$ cat src/hdtr_pkg.sv
// Shared types, constants and character helpers of the heredoc token recognizer.
// No dependencies; every other file of the block but hdtr_ram refers to this package.
`default_nettype none

package hdtr_pkg;

   localparam int TAG_DEPTH       = 256;
   localparam int PREFIX_DEPTH    = 8;
   localparam int LENGTH_BITS     = 24;

   localparam int TAG_ADDR_BITS   = (TAG_DEPTH > 1) ? $clog2(TAG_DEPTH) : 1;
   localparam int TAG_CNT_BITS    = $clog2(TAG_DEPTH + 1);
   localparam int PREFIX_CNT_BITS = $clog2(PREFIX_DEPTH + 1);
   localparam int ENC_COUNT       = 4;
   localparam int PHASE_PASSES    = 4;

   localparam logic [LENGTH_BITS-1:0] LEN_MAX = '1;

   localparam logic [7:0] CH_DOLLAR  = 8'h24;
   localparam logic [7:0] CH_LT      = 8'h3C;
   localparam logic [7:0] CH_QUOTE   = 8'h27;
   localparam logic [7:0] CH_HASH    = 8'h23;
   localparam logic [7:0] CH_SLASH   = 8'h2F;
   localparam logic [7:0] CH_NEWLINE = 8'h0A;
   localparam logic [7:0] CH_SPACE   = 8'h20;
   localparam logic [7:0] CH_TAB     = 8'h09;
   localparam logic [7:0] CH_CR      = 8'h0D;

   typedef enum logic [4:0] {
      PH_IDLE,
      PH_START,
      PH_AFTER_DOLLAR,
      PH_WORD,
      PH_LT1,
      PH_LT2,
      PH_QUOTE_OR_TAG,
      PH_TAG_FIRST,
      PH_TAG,
      PH_CLOSE_QUOTE,
      PH_SPACES,
      PH_SLASH,
      PH_HDR_COMMENT,
      PH_BODY_LEAD,
      PH_MATCH,
      PH_TAIL,
      PH_SKIPLINE
   } phase_type;

   typedef enum logic [1:0] {
      VERD_NONE,
      VERD_ACCEPT,
      VERD_REJECT
   } verdict_type;

   typedef struct packed {
      logic                     wr_en;
      logic [TAG_ADDR_BITS-1:0] wr_addr;
      logic [7:0]               wr_data;
      logic [TAG_ADDR_BITS-1:0] rd_addr;
   } tag_mem_req_type;

   typedef struct packed {
      logic                   accepted;
      logic [LENGTH_BITS-1:0] token_length;
   } result_type;

   function automatic logic id_start(input logic [7:0] b);
      return ((b >= 8'h61) && (b <= 8'h7A)) || ((b >= 8'h41) && (b <= 8'h5A))
             || (b == 8'h5F);
   endfunction

   function automatic logic id_cont(input logic [7:0] b);
      return id_start(b) || ((b >= 8'h30) && (b <= 8'h39));
   endfunction

   function automatic logic inline_blank(input logic [7:0] b);
      return (b == CH_SPACE) || (b == CH_TAB) || (b == CH_CR);
   endfunction

   function automatic logic [PREFIX_CNT_BITS-1:0] enc_len(input logic [1:0] idx);
      logic [PREFIX_CNT_BITS-1:0] len;
      case (idx)
         2'd1:    len = PREFIX_CNT_BITS'(4);
         default: len = PREFIX_CNT_BITS'(5);
      endcase
      return len;
   endfunction

   function automatic logic [7:0] enc_char(input logic [1:0] idx,
                                           input logic [PREFIX_CNT_BITS-1:0] pos);
      logic [39:0] name;
      logic [7:0]  ch;
      case (idx)
         2'd0:    name = "ascii";
         2'd1:    name = {"utf8", 8'h00};
         2'd2:    name = "utf16";
         default: name = "utf32";
      endcase
      case (pos)
         PREFIX_CNT_BITS'(0): ch = name[39:32];
         PREFIX_CNT_BITS'(1): ch = name[31:24];
         PREFIX_CNT_BITS'(2): ch = name[23:16];
         PREFIX_CNT_BITS'(3): ch = name[15:8];
         PREFIX_CNT_BITS'(4): ch = name[7:0];
         default:             ch = 8'h00;
      endcase
      return ch;
   endfunction

endpackage

`default_nettype wire

$ cat src/heredoc_token_recognizer_unit.sv
// Top level of the heredoc token recognizer: sequencer, tag RAM, result queue.
// Depends on hdtr_pkg, hdtr_ram, hdtr_parser and hdtr_rsp_buf.
//
//   channel  direction  ports                                              handshake
//   req      in         req_start_attempt, req_end_of_input, req_byte_value  req_valid / req_stall
//   rsp      out        rsp_accepted, rsp_token_length                     rsp_valid / rsp_stall
//
// One byte transaction per cycle while req_stall is low; a verdict is queued in the cycle its
// byte is taken and shows on rsp from the registered queue head. The tag RAM read for the next
// closing-line compare is issued from the state being written, so its read adds no bubble.
// Reset clears the phase and counters; the tag RAM is not cleared.
// req_stall rises only when both result queue entries are occupied.
`default_nettype none

module heredoc_token_recognizer_unit (
   input  wire logic                              clock,
   input  wire logic                              reset,
   input  wire logic                              req_valid,
   output logic                                   req_stall,
   input  wire logic                              req_start_attempt,
   input  wire logic                              req_end_of_input,
   input  wire logic [7:0]                        req_byte_value,
   output logic                                   rsp_valid,
   input  wire logic                              rsp_stall,
   output logic                                   rsp_accepted,
   output logic [hdtr_pkg::LENGTH_BITS-1:0]       rsp_token_length
);

   hdtr_pkg::tag_mem_req_type tag_req;
   hdtr_pkg::result_type      result;
   hdtr_pkg::result_type      rsp_data;
   logic [7:0]                tag_rd_data;
   logic                      result_valid;
   logic                      full;
   logic                      take;

   assign req_stall = full;
   assign take      = req_valid && !full;

   hdtr_ram #(
      .WIDTH (8),
      .DEPTH (hdtr_pkg::TAG_DEPTH)
   ) u_tag_ram (
      .clock   (clock),
      .wr_en   (tag_req.wr_en),
      .wr_addr (tag_req.wr_addr),
      .wr_data (tag_req.wr_data),
      .rd_addr (tag_req.rd_addr),
      .rd_data (tag_rd_data)
   );

   hdtr_parser u_parser (
      .clock         (clock),
      .reset         (reset),
      .take          (take),
      .start_attempt (req_start_attempt),
      .end_of_input  (req_end_of_input),
      .byte_value    (req_byte_value),
      .tag_rd_data   (tag_rd_data),
      .tag_req       (tag_req),
      .result_valid  (result_valid),
      .result        (result)
   );

   hdtr_rsp_buf u_rsp_buf (
      .clock     (clock),
      .reset     (reset),
      .push      (result_valid),
      .push_data (result),
      .full      (full),
      .rsp_valid (rsp_valid),
      .rsp_stall (rsp_stall),
      .rsp_data  (rsp_data)
   );

   assign rsp_accepted     = rsp_data.accepted;
   assign rsp_token_length = rsp_data.token_length;

endmodule

`default_nettype wire

$ cat src/hdtr_ram.sv
// Generic single-port-write, single-port-read RAM with registered read data.
// No dependencies.
`default_nettype none

module hdtr_ram #(
   parameter int WIDTH = 8,
   parameter int DEPTH = 256
) (
   input  wire logic                                       clock,
   input  wire logic                                       wr_en,
   input  wire logic [((DEPTH > 1) ? $clog2(DEPTH) : 1)-1:0] wr_addr,
   input  wire logic [WIDTH-1:0]                           wr_data,
   input  wire logic [((DEPTH > 1) ? $clog2(DEPTH) : 1)-1:0] rd_addr,
   output logic      [WIDTH-1:0]                           rd_data
);

   logic [WIDTH-1:0] store_ff [DEPTH];
   logic [WIDTH-1:0] rd_data_ff;

   always_ff @(posedge clock) begin
      if (wr_en) begin
         store_ff[wr_addr] <= wr_data;
      end
      rd_data_ff <= store_ff[rd_addr];
   end

   assign rd_data = rd_data_ff;

endmodule

`default_nettype wire

$ cat src/hdtr_parser.sv
// Per-byte phase sequencer: header parse, tag capture and closing-line match.
// Depends on hdtr_pkg; drives the tag RAM through hdtr_pkg::tag_mem_req_type.
`default_nettype none

module hdtr_parser (
   input  wire logic                        clock,
   input  wire logic                        reset,
   input  wire logic                        take,
   input  wire logic                        start_attempt,
   input  wire logic                        end_of_input,
   input  wire logic [7:0]                  byte_value,
   input  wire logic [7:0]                  tag_rd_data,
   output hdtr_pkg::tag_mem_req_type        tag_req,
   output logic                             result_valid,
   output hdtr_pkg::result_type             result
);

   hdtr_pkg::phase_type                       phase_ff, phase_in;
   logic [hdtr_pkg::TAG_CNT_BITS-1:0]         tag_len_ff, tag_len_in;
   logic                                      quoted_ff, quoted_in;
   logic [hdtr_pkg::PREFIX_CNT_BITS-1:0]      pre_len_ff, pre_len_in;
   logic [hdtr_pkg::ENC_COUNT-1:0]            enc_hit_ff, enc_hit_in;
   logic [hdtr_pkg::TAG_CNT_BITS-1:0]         mcount_ff, mcount_in;
   logic [hdtr_pkg::LENGTH_BITS-1:0]          bcount_ff, bcount_in;
   logic [hdtr_pkg::LENGTH_BITS-1:0]          mend_ff, mend_in;

   hdtr_pkg::verdict_type                     verdict;
   logic                                      done;
   logic                                      known;
   logic                                      is_byte;
   logic                                      c_id_start;
   logic                                      c_id_cont;
   logic                                      c_blank;
   logic                                      wr_en;
   logic [hdtr_pkg::TAG_ADDR_BITS-1:0]        wr_addr;

   always_comb begin
      is_byte    = !end_of_input;
      c_id_start = is_byte && hdtr_pkg::id_start(byte_value);
      c_id_cont  = is_byte && hdtr_pkg::id_cont(byte_value);
      c_blank    = is_byte && hdtr_pkg::inline_blank(byte_value);

      phase_in   = phase_ff;
      tag_len_in = tag_len_ff;
      quoted_in  = quoted_ff;
      pre_len_in = pre_len_ff;
      enc_hit_in = enc_hit_ff;
      mcount_in  = mcount_ff;
      bcount_in  = bcount_ff;
      mend_in    = mend_ff;
      verdict    = hdtr_pkg::VERD_NONE;
      done       = 1'b0;
      known      = 1'b0;
      wr_en      = 1'b0;
      wr_addr    = tag_len_ff[hdtr_pkg::TAG_ADDR_BITS-1:0];

      if (take) begin
         if (start_attempt) begin
            phase_in   = hdtr_pkg::PH_START;
            tag_len_in = '0;
            quoted_in  = 1'b0;
            pre_len_in = '0;
            mcount_in  = '0;
            bcount_in  = '0;
            mend_in    = '0;
         end
         if (phase_in == hdtr_pkg::PH_IDLE) begin
            done = 1'b1;
         end else if (is_byte && (bcount_in != hdtr_pkg::LEN_MAX)) begin
            bcount_in = bcount_in + 1'b1;
         end

         for (int p = 0; p < hdtr_pkg::PHASE_PASSES; p++) begin
            if (!done) begin
               case (phase_in)
                  hdtr_pkg::PH_START: begin
                     phase_in = hdtr_pkg::PH_AFTER_DOLLAR;
                     if (is_byte && (byte_value == hdtr_pkg::CH_DOLLAR)) begin
                        done = 1'b1;
                     end
                  end
                  hdtr_pkg::PH_AFTER_DOLLAR: begin
                     if (c_id_start) begin
                        pre_len_in = '0;
                        enc_hit_in = '1;
                        phase_in   = hdtr_pkg::PH_WORD;
                     end else begin
                        phase_in = hdtr_pkg::PH_LT1;
                     end
                  end
                  hdtr_pkg::PH_WORD: begin
                     if (c_id_cont) begin
                        done = 1'b1;
                        if (pre_len_in >= hdtr_pkg::PREFIX_CNT_BITS'(hdtr_pkg::PREFIX_DEPTH))
                        begin
                           verdict = hdtr_pkg::VERD_REJECT;
                        end else begin
                           for (int e = 0; e < hdtr_pkg::ENC_COUNT; e++) begin
                              enc_hit_in[e] = enc_hit_in[e] && (byte_value ==
                                 hdtr_pkg::enc_char(2'(e), pre_len_in));
                           end
                           pre_len_in = pre_len_in + 1'b1;
                        end
                     end else begin
                        for (int e = 0; e < hdtr_pkg::ENC_COUNT; e++) begin
                           known = known || (enc_hit_in[e] &&
                              (pre_len_in == hdtr_pkg::enc_len(2'(e))));
                        end
                        if (known) begin
                           phase_in = hdtr_pkg::PH_LT1;
                        end else begin
                           done    = 1'b1;
                           verdict = hdtr_pkg::VERD_REJECT;
                        end
                     end
                  end
                  hdtr_pkg::PH_LT1, hdtr_pkg::PH_LT2: begin
                     done = 1'b1;
                     if (is_byte && (byte_value == hdtr_pkg::CH_LT)) begin
                        phase_in = (phase_in == hdtr_pkg::PH_LT1) ? hdtr_pkg::PH_LT2
                                                                  : hdtr_pkg::PH_QUOTE_OR_TAG;
                     end else begin
                        verdict = hdtr_pkg::VERD_REJECT;
                     end
                  end
                  hdtr_pkg::PH_QUOTE_OR_TAG: begin
                     phase_in = hdtr_pkg::PH_TAG_FIRST;
                     if (is_byte && (byte_value == hdtr_pkg::CH_QUOTE)) begin
                        quoted_in = 1'b1;
                        done      = 1'b1;
                     end
                  end
                  hdtr_pkg::PH_TAG_FIRST: begin
                     if (c_id_start) begin
                        tag_len_in = '0;
                        phase_in   = hdtr_pkg::PH_TAG;
                     end else begin
                        done    = 1'b1;
                        verdict = hdtr_pkg::VERD_REJECT;
                     end
                  end
                  hdtr_pkg::PH_TAG: begin
                     if (c_id_cont) begin
                        done = 1'b1;
                        if (tag_len_in >= hdtr_pkg::TAG_CNT_BITS'(hdtr_pkg::TAG_DEPTH)) begin
                           verdict = hdtr_pkg::VERD_REJECT;
                        end else begin
                           wr_en      = 1'b1;
                           wr_addr    = tag_len_in[hdtr_pkg::TAG_ADDR_BITS-1:0];
                           tag_len_in = tag_len_in + 1'b1;
                        end
                     end else begin
                        phase_in = quoted_in ? hdtr_pkg::PH_CLOSE_QUOTE : hdtr_pkg::PH_SPACES;
                     end
                  end
                  hdtr_pkg::PH_CLOSE_QUOTE: begin
                     done = 1'b1;
                     if (is_byte && (byte_value == hdtr_pkg::CH_QUOTE)) begin
                        phase_in = hdtr_pkg::PH_SPACES;
                     end else begin
                        verdict = hdtr_pkg::VERD_REJECT;
                     end
                  end
                  hdtr_pkg::PH_SPACES: begin
                     done = 1'b1;
                     if (c_blank) begin
                        phase_in = hdtr_pkg::PH_SPACES;
                     end else if (is_byte && (byte_value == hdtr_pkg::CH_HASH)) begin
                        phase_in = hdtr_pkg::PH_HDR_COMMENT;
                     end else if (is_byte && (byte_value == hdtr_pkg::CH_SLASH)) begin
                        phase_in = hdtr_pkg::PH_SLASH;
                     end else if (is_byte && (byte_value == hdtr_pkg::CH_NEWLINE)) begin
                        phase_in = hdtr_pkg::PH_BODY_LEAD;
                     end else begin
                        verdict = hdtr_pkg::VERD_REJECT;
                     end
                  end
                  hdtr_pkg::PH_SLASH: begin
                     done = 1'b1;
                     if (is_byte && (byte_value == hdtr_pkg::CH_SLASH)) begin
                        phase_in = hdtr_pkg::PH_HDR_COMMENT;
                     end else begin
                        verdict = hdtr_pkg::VERD_REJECT;
                     end
                  end
                  hdtr_pkg::PH_HDR_COMMENT, hdtr_pkg::PH_SKIPLINE: begin
                     done = 1'b1;
                     if (!is_byte) begin
                        verdict = hdtr_pkg::VERD_REJECT;
                     end else if (byte_value == hdtr_pkg::CH_NEWLINE) begin
                        phase_in = hdtr_pkg::PH_BODY_LEAD;
                     end
                  end
                  hdtr_pkg::PH_BODY_LEAD: begin
                     if (!is_byte) begin
                        done    = 1'b1;
                        verdict = hdtr_pkg::VERD_REJECT;
                     end else if ((byte_value == hdtr_pkg::CH_SPACE) ||
                                  (byte_value == hdtr_pkg::CH_TAB)) begin
                        done = 1'b1;
                     end else begin
                        mcount_in = '0;
                        phase_in  = hdtr_pkg::PH_MATCH;
                     end
                  end
                  hdtr_pkg::PH_MATCH: begin
                     if (is_byte && (mcount_in < tag_len_in) && (byte_value == tag_rd_data))
                     begin
                        done      = 1'b1;
                        mcount_in = mcount_in + 1'b1;
                        if (mcount_in >= tag_len_in) begin
                           mend_in  = bcount_in;
                           phase_in = hdtr_pkg::PH_TAIL;
                        end
                     end else begin
                        phase_in = hdtr_pkg::PH_SKIPLINE;
                     end
                  end
                  hdtr_pkg::PH_TAIL: begin
                     if (!is_byte || (byte_value == hdtr_pkg::CH_NEWLINE)) begin
                        done    = 1'b1;
                        verdict = hdtr_pkg::VERD_ACCEPT;
                     end else if (c_blank) begin
                        done = 1'b1;
                     end else begin
                        phase_in = hdtr_pkg::PH_SKIPLINE;
                     end
                  end
                  default: begin
                     done = 1'b1;
                  end
               endcase
            end
         end

         if (verdict != hdtr_pkg::VERD_NONE) begin
            phase_in = hdtr_pkg::PH_IDLE;
         end
         if (phase_in != hdtr_pkg::PH_MATCH) begin
            mcount_in = '0;
         end
      end
   end

   always_ff @(posedge clock) begin
      if (reset) begin
         phase_ff   <= hdtr_pkg::PH_IDLE;
         tag_len_ff <= '0;
         quoted_ff  <= 1'b0;
         pre_len_ff <= '0;
         enc_hit_ff <= '0;
         mcount_ff  <= '0;
         bcount_ff  <= '0;
         mend_ff    <= '0;
      end else begin
         phase_ff   <= phase_in;
         tag_len_ff <= tag_len_in;
         quoted_ff  <= quoted_in;
         pre_len_ff <= pre_len_in;
         enc_hit_ff <= enc_hit_in;
         mcount_ff  <= mcount_in;
         bcount_ff  <= bcount_in;
         mend_ff    <= mend_in;
      end
   end

   // prefetch the tag byte that the next transaction compares against
   assign tag_req.wr_en   = wr_en;
   assign tag_req.wr_addr = wr_addr;
   assign tag_req.wr_data = byte_value;
   assign tag_req.rd_addr = mcount_in[hdtr_pkg::TAG_ADDR_BITS-1:0];

   assign result_valid        = verdict != hdtr_pkg::VERD_NONE;
   assign result.accepted     = verdict == hdtr_pkg::VERD_ACCEPT;
   assign result.token_length = (verdict == hdtr_pkg::VERD_ACCEPT) ? mend_in : '0;

endmodule

`default_nettype wire

$ cat src/hdtr_rsp_buf.sv
// Two-entry result queue between the sequencer and the response channel.
// Depends on hdtr_pkg for hdtr_pkg::result_type.
`default_nettype none

module hdtr_rsp_buf (
   input  wire logic                  clock,
   input  wire logic                  reset,
   input  wire logic                  push,
   input  wire hdtr_pkg::result_type  push_data,
   output logic                       full,
   output logic                       rsp_valid,
   input  wire logic                  rsp_stall,
   output hdtr_pkg::result_type       rsp_data
);

   hdtr_pkg::result_type slot0_ff, slot0_in;
   hdtr_pkg::result_type slot1_ff, slot1_in;
   logic [1:0]           count_ff, count_in;
   logic                 pop;

   always_comb begin
      pop      = (count_ff != 2'd0) && !rsp_stall;
      slot0_in = slot0_ff;
      slot1_in = slot1_ff;
      count_in = count_ff;
      case ({push, pop})
         2'b10: begin
            if (count_ff == 2'd0) begin
               slot0_in = push_data;
            end else begin
               slot1_in = push_data;
            end
            count_in = count_ff + 2'd1;
         end
         2'b01: begin
            slot0_in = slot1_ff;
            count_in = count_ff - 2'd1;
         end
         2'b11: begin
            if (count_ff == 2'd1) begin
               slot0_in = push_data;
            end else begin
               slot0_in = slot1_ff;
               slot1_in = push_data;
            end
         end
         default: begin
            count_in = count_ff;
         end
      endcase
   end

   always_ff @(posedge clock) begin
      if (reset) begin
         count_ff <= 2'd0;
      end else begin
         count_ff <= count_in;
      end
   end

   always_ff @(posedge clock) begin
      slot0_ff <= slot0_in;
      slot1_ff <= slot1_in;
   end

   assign full      = count_ff == 2'd2;
   assign rsp_valid = count_ff != 2'd0;
   assign rsp_data  = slot0_ff;

endmodule

`default_nettype wire

$ cat config.mk
export PLATFORM = sky130hd
export DESIGN_NAME = heredoc_token_recognizer_unit
export DESIGN_NICKNAME = d
export VERILOG_FILES = /design/src/hdtr_pkg.sv /design/src/heredoc_token_recognizer_unit.sv /design/src/hdtr_ram.sv /design/src/hdtr_parser.sv /design/src/hdtr_rsp_buf.sv
export SDC_FILE = /design/constraint.sdc
export NUM_CORES = 2
export LEC_CHECK = 0
export BUFFER_PORTS_ARGS = -buffer_cell sky130_fd_sc_hd__clkbuf_2
export CAP_MARGIN = 15
export CORE_MARGIN = 4
export CORE_UTILIZATION = 35
export CTS_CLUSTER_SIZE = 28
export DETAILED_ROUTE_END_ITERATION = 8
export PLACE_DENSITY = 0.55
export SLEW_MARGIN = 40
export SYNTH_ARGS = -nofsm -noshare
export SYNTH_HDL_FRONTEND = slang
export SYNTH_SLANG_ARGS = --single-unit
$ cat constraint.sdc
create_clock -name clock -period 10.05 [get_ports clock]
set_input_delay 1.005 -clock clock [delete_from_list [all_inputs] [get_ports clock]]
set_output_delay 1.005 -clock clock [all_outputs]
set_load 0.02 [all_outputs]
==> qor.yml <==
cells_and_area:
  nNetsFinal: 8135
  design_area_um2: 108000
  drive_gt1_share_pct: 10.2
  area_delta_synth_final_pct: 13.4
  fillCellCount: 25500
timing:
  finalHoldViolations: 0
  fin_ws_ps: 1010
  slew_headroom_pct: 35.5
  skew_ps: 58.2
  fin_tns_setup_ps: 0
  fin_crit_sh_pct: 89.9
  worst_pin_slew_ps: 964
  rsz0062_at_grt: "no"
  fmax_mhz: 111
  whs_ps: 486
  period_needed_ps: 9040
  drv_slew: 0
  setup_viol: 0
route:
  vias: 69100
  wire_per_inst_um: 27.1
  drt-vias-per-instance: 5.85
  drtAntennaViolNets: 0
  drc: 0
  drt_iter0_drc: 9276
  first_pass_iters: 6
  routed_wl_mm: 321
place:
  dp_slack_ps: 296
  hpwl_mm: 201
  gp_congestion: 0.905
  placed_cell_area_um2: 100000
  io_buffers: 40
clock_network:
  path_clk_slew_ps: 70
  cts_tree: "built"
  htree_num_levels: 4
  holdBufCountCts: 0
  ctsRootBufferMaster: "clkbuf_16"
  cts_setup_buffers: 0
  clkSinkCount: 2188
  cts_resized: 0
  clk_latency_ps: 890
  clockBufferDepth: 3
  cts_buffers: 224
floorplanning:
  start_util_pct: 35.2
  core.rowCount: 191
  die_w_um: 529
  die_h_um: 529
  ios: 41
  coreArea_um2: 271000
  die-area_um2: 280000
flow_run:
  maxCapViolCount: 0
power:
  static-leakage-power_nw: 35.0
  fin_total_pwr_mw: 19.8
  power_density_nw_per_um2: 184
  p_clk_share_pct: 42.2
  vdd_drop_max_v: 0.000195
  p_sw_share_pct: 23.6
  switching_power_mw: 4.67
  combPwrFrac_pct: 6.6
  pwr-share-seq_pct: 51.2
  p_int_mw: 15.1
setup_path:
  critPathKind: "reg -> reg"
  startpoint: "u_parser.tag_len_ff[2]"
  reg2regPathDepth: 29
  crit_family: "compound AO/OA/AOI/OAI gates"
  endpoint_kind: "flop"
  worst_path_largest_cell_delay_ps: 700
  r2r_start: "u_parser.tag_len_ff[2]"
  worst_path_max_delay_cell: "dfxtp_1"
  r2r_setup_slack_ps: 1010
  arrival_ps: 9830
  required_ps: 10840
  worst-path-stages: 29
  cp_max_fo: 15
  path_buf_inv: 4
  worstSetupStartpointType: "flop"
  rr_endpoint: "u_tag_ram.rd_data[2]"
logic_synthesis:
  synth_fa_ha_area_share_pct: 0.789
  synth-seq-cells: 2188
  synth-edff-count: 2098
  synth_flop_cell: "edfxtp_1"
  ys_seq_area_share_pct: 68.1
  yosys.area_share.simple_pct: 18.2
  syn-num-nets: 8188
  syn_inst: 8114
  synth_warnings: 0
  muxShareOfSynthArea_pct: 0.603
  yosysUniqueCellTypes: 106
  syn_area_um2: 95100
  synth-compound-area-share_pct: 8.69
  synth_top_family_by_area: "simple AND/OR/NAND/NOR gates"
  synth_xor_area_share_pct: 0.580
  async_reset_ff_share_pct: 0
  syn_area_per_cell_um2: 11.7
min_path:
  worstHoldPathType: "reg -> reg"
  min_to: "u_parser.bcount_ff[16]"
  hold_start: "u_parser.bcount_ff[16]"
  hold_depth: 2
global_routing:
  gr-total-overflow: 0
  grt_pass1_wl_mm: 463
  track_usage_pct: 22.1
  antenna_found_initial: 17
  grt_pass1_vias: 65000
  grt_max_degree: 142
outcome:
  status: "complete, no violations"
## synth_stat cells, types with 26 or more instances
cell type,number,share of area [%]
nor2b_1,36,0.24
nand2_1,1874,7.4
inv_1,46,0.18
o2111ai_1,71,0.65
edfxtp_1,2098,66
nand4_1,374,2.5
dfxtp_1,90,1.9
a211oi_1,26,0.21
nand3_1,751,4.0
a22oi_1,37,0.29
and3_1,85,0.56
ha_1,60,0.79
o21ai_0,130,0.68
a21oi_1,339,1.8
mux2i_1,55,0.58
clkbuf_1,286,1.1
xnor2_1,38,0.35
buf_2,258,1.4
a2bb2oi_1,37,0.34
a31oi_1,284,1.9
nor3_1,49,0.26
a32oi_1,154,1.4
buf_1,45,0.18
nor2_1,535,2.1
## worst register-to-register path, delay by kind of cell, from the launching register on
kind,cells,cell delay [ps]
adders and majority gates,2,610
AOI/OAI and AO/OA,14,3830
buffers and inverters,4,740
and+or+nand+nor,9,3100
DFF,1,700
## layout make-up
cell class | instances | area [um2] | area share [%]
timing repair buffer | 332 | 3120 | 2.89
multi-input combinational | 5265 | 28000 | 25.9
sequential | 2188 | 64800 | 60.1
inverter | 50 | 188 | 0.174
clock buffer | 283 | 5940 | 5.51
tap | 3570 | 4470 | 4.14
clock inverter | 133 | 1330 | 1.23
antenna | 5 | 12.5 | 0.0116
## stage by stage
stage | utilization (%) | instances
2_1_floorplan | - | 8114
3_3_place_gp | 37.0 | 11400
3_5_place_dp | 37.1 | 11400
4_1_cts | 39.8 | 11800
5_1_grt | 39.9 | 11800
6_report | 39.9 | 11800
## power by group through the flow
stage / clock, mW / combinational (mW) / sequential, mW
2_1_floorplan: 0 / 0.657 / 10.4
3_3_place_gp: 0 / 1.27 / 10.3
3_5_place_dp: 0 / 1.29 / 10.3
4_1_cts: 8.45 / 1.29 / 10.1
5_1_grt: 8.85 / 1.39 / 10.1
6_report: 8.36 / 1.31 / 10.1
## how the worst max path moves through the flow
stage / slack (ps) / end
2_1_floorplan: 380 / u_rsp_buf.slot1_ff[0]
3_3_place_gp: 100 / u_tag_ram.rd_data[2]
3_5_place_dp: 300 / u_tag_ram.rd_data[2]
4_1_cts: 1130 / u_tag_ram.rd_data[2]
5_1_grt: 590 / u_tag_ram.rd_data[2]
6_report: 1010 / u_tag_ram.rd_data[2]
## kinds of logic (layout without fill, tap and decap cells)
| family | count (synthesis) | count (layout) |
|---|---|---|
| multiplexers | 57 | 57 |
| other | 0 | 5 |
| buffers and inverters | 661 | 798 |
| flip-flops | 2188 | 2188 |
| adder cells (fa/ha/maj) | 60 | 60 |
| AND/OR/NAND/NOR | 3850 | 3850 |
| XOR/XNOR | 63 | 63 |
| AO/OA/AOI/OAI | 1235 | 1235 |
## metal layers
layer  wire length, um  global-route usage (%)  vias to the layer above
met2            145000                    34.2                     3553
met3             30000                    4.35                      543
li1                  -                       -                    30200
met1            134000                    31.1                    34800
met4             11400                    7.73                        6
met5               148                   0.294                        -
## sequential cells by signal (all words and copies together), names as in the netlist, 5 cells and up
signal and count:
u_rsp_buf.slot1_ff 25, u_parser.tag_len_ff 9, u_parser.mend_ff 24, u_tag_ram.store_ff 2048, u_tag_ram.rd_data 8, u_parser.mcount_ff 9, u_parser.bcount_ff 24, u_parser.phase_ff 5
u_rsp_buf.rsp_data 25
## placed cells by master, fill, tap and decap left out, types with 46 or more instances in the layout
cell          n
edfxtp_1   2098
nand2_1    1866
nand3_1     741
nor2_1      438
nand4_1     374
a21oi_1     338
a31oi_1     284
buf_4       238
clkbuf_16   228
a32oi_1     154
o21ai_0     129
nor2_2       98
dfxtp_1      89
and3_1       85
o2111ai_1    71
ha_1         60
mux2i_1      55
clkbuf_1     52
clkinv_1     50
buf_12       49
nor3_1       47
inv_1        46
Power figures use the tool's default switching activity.
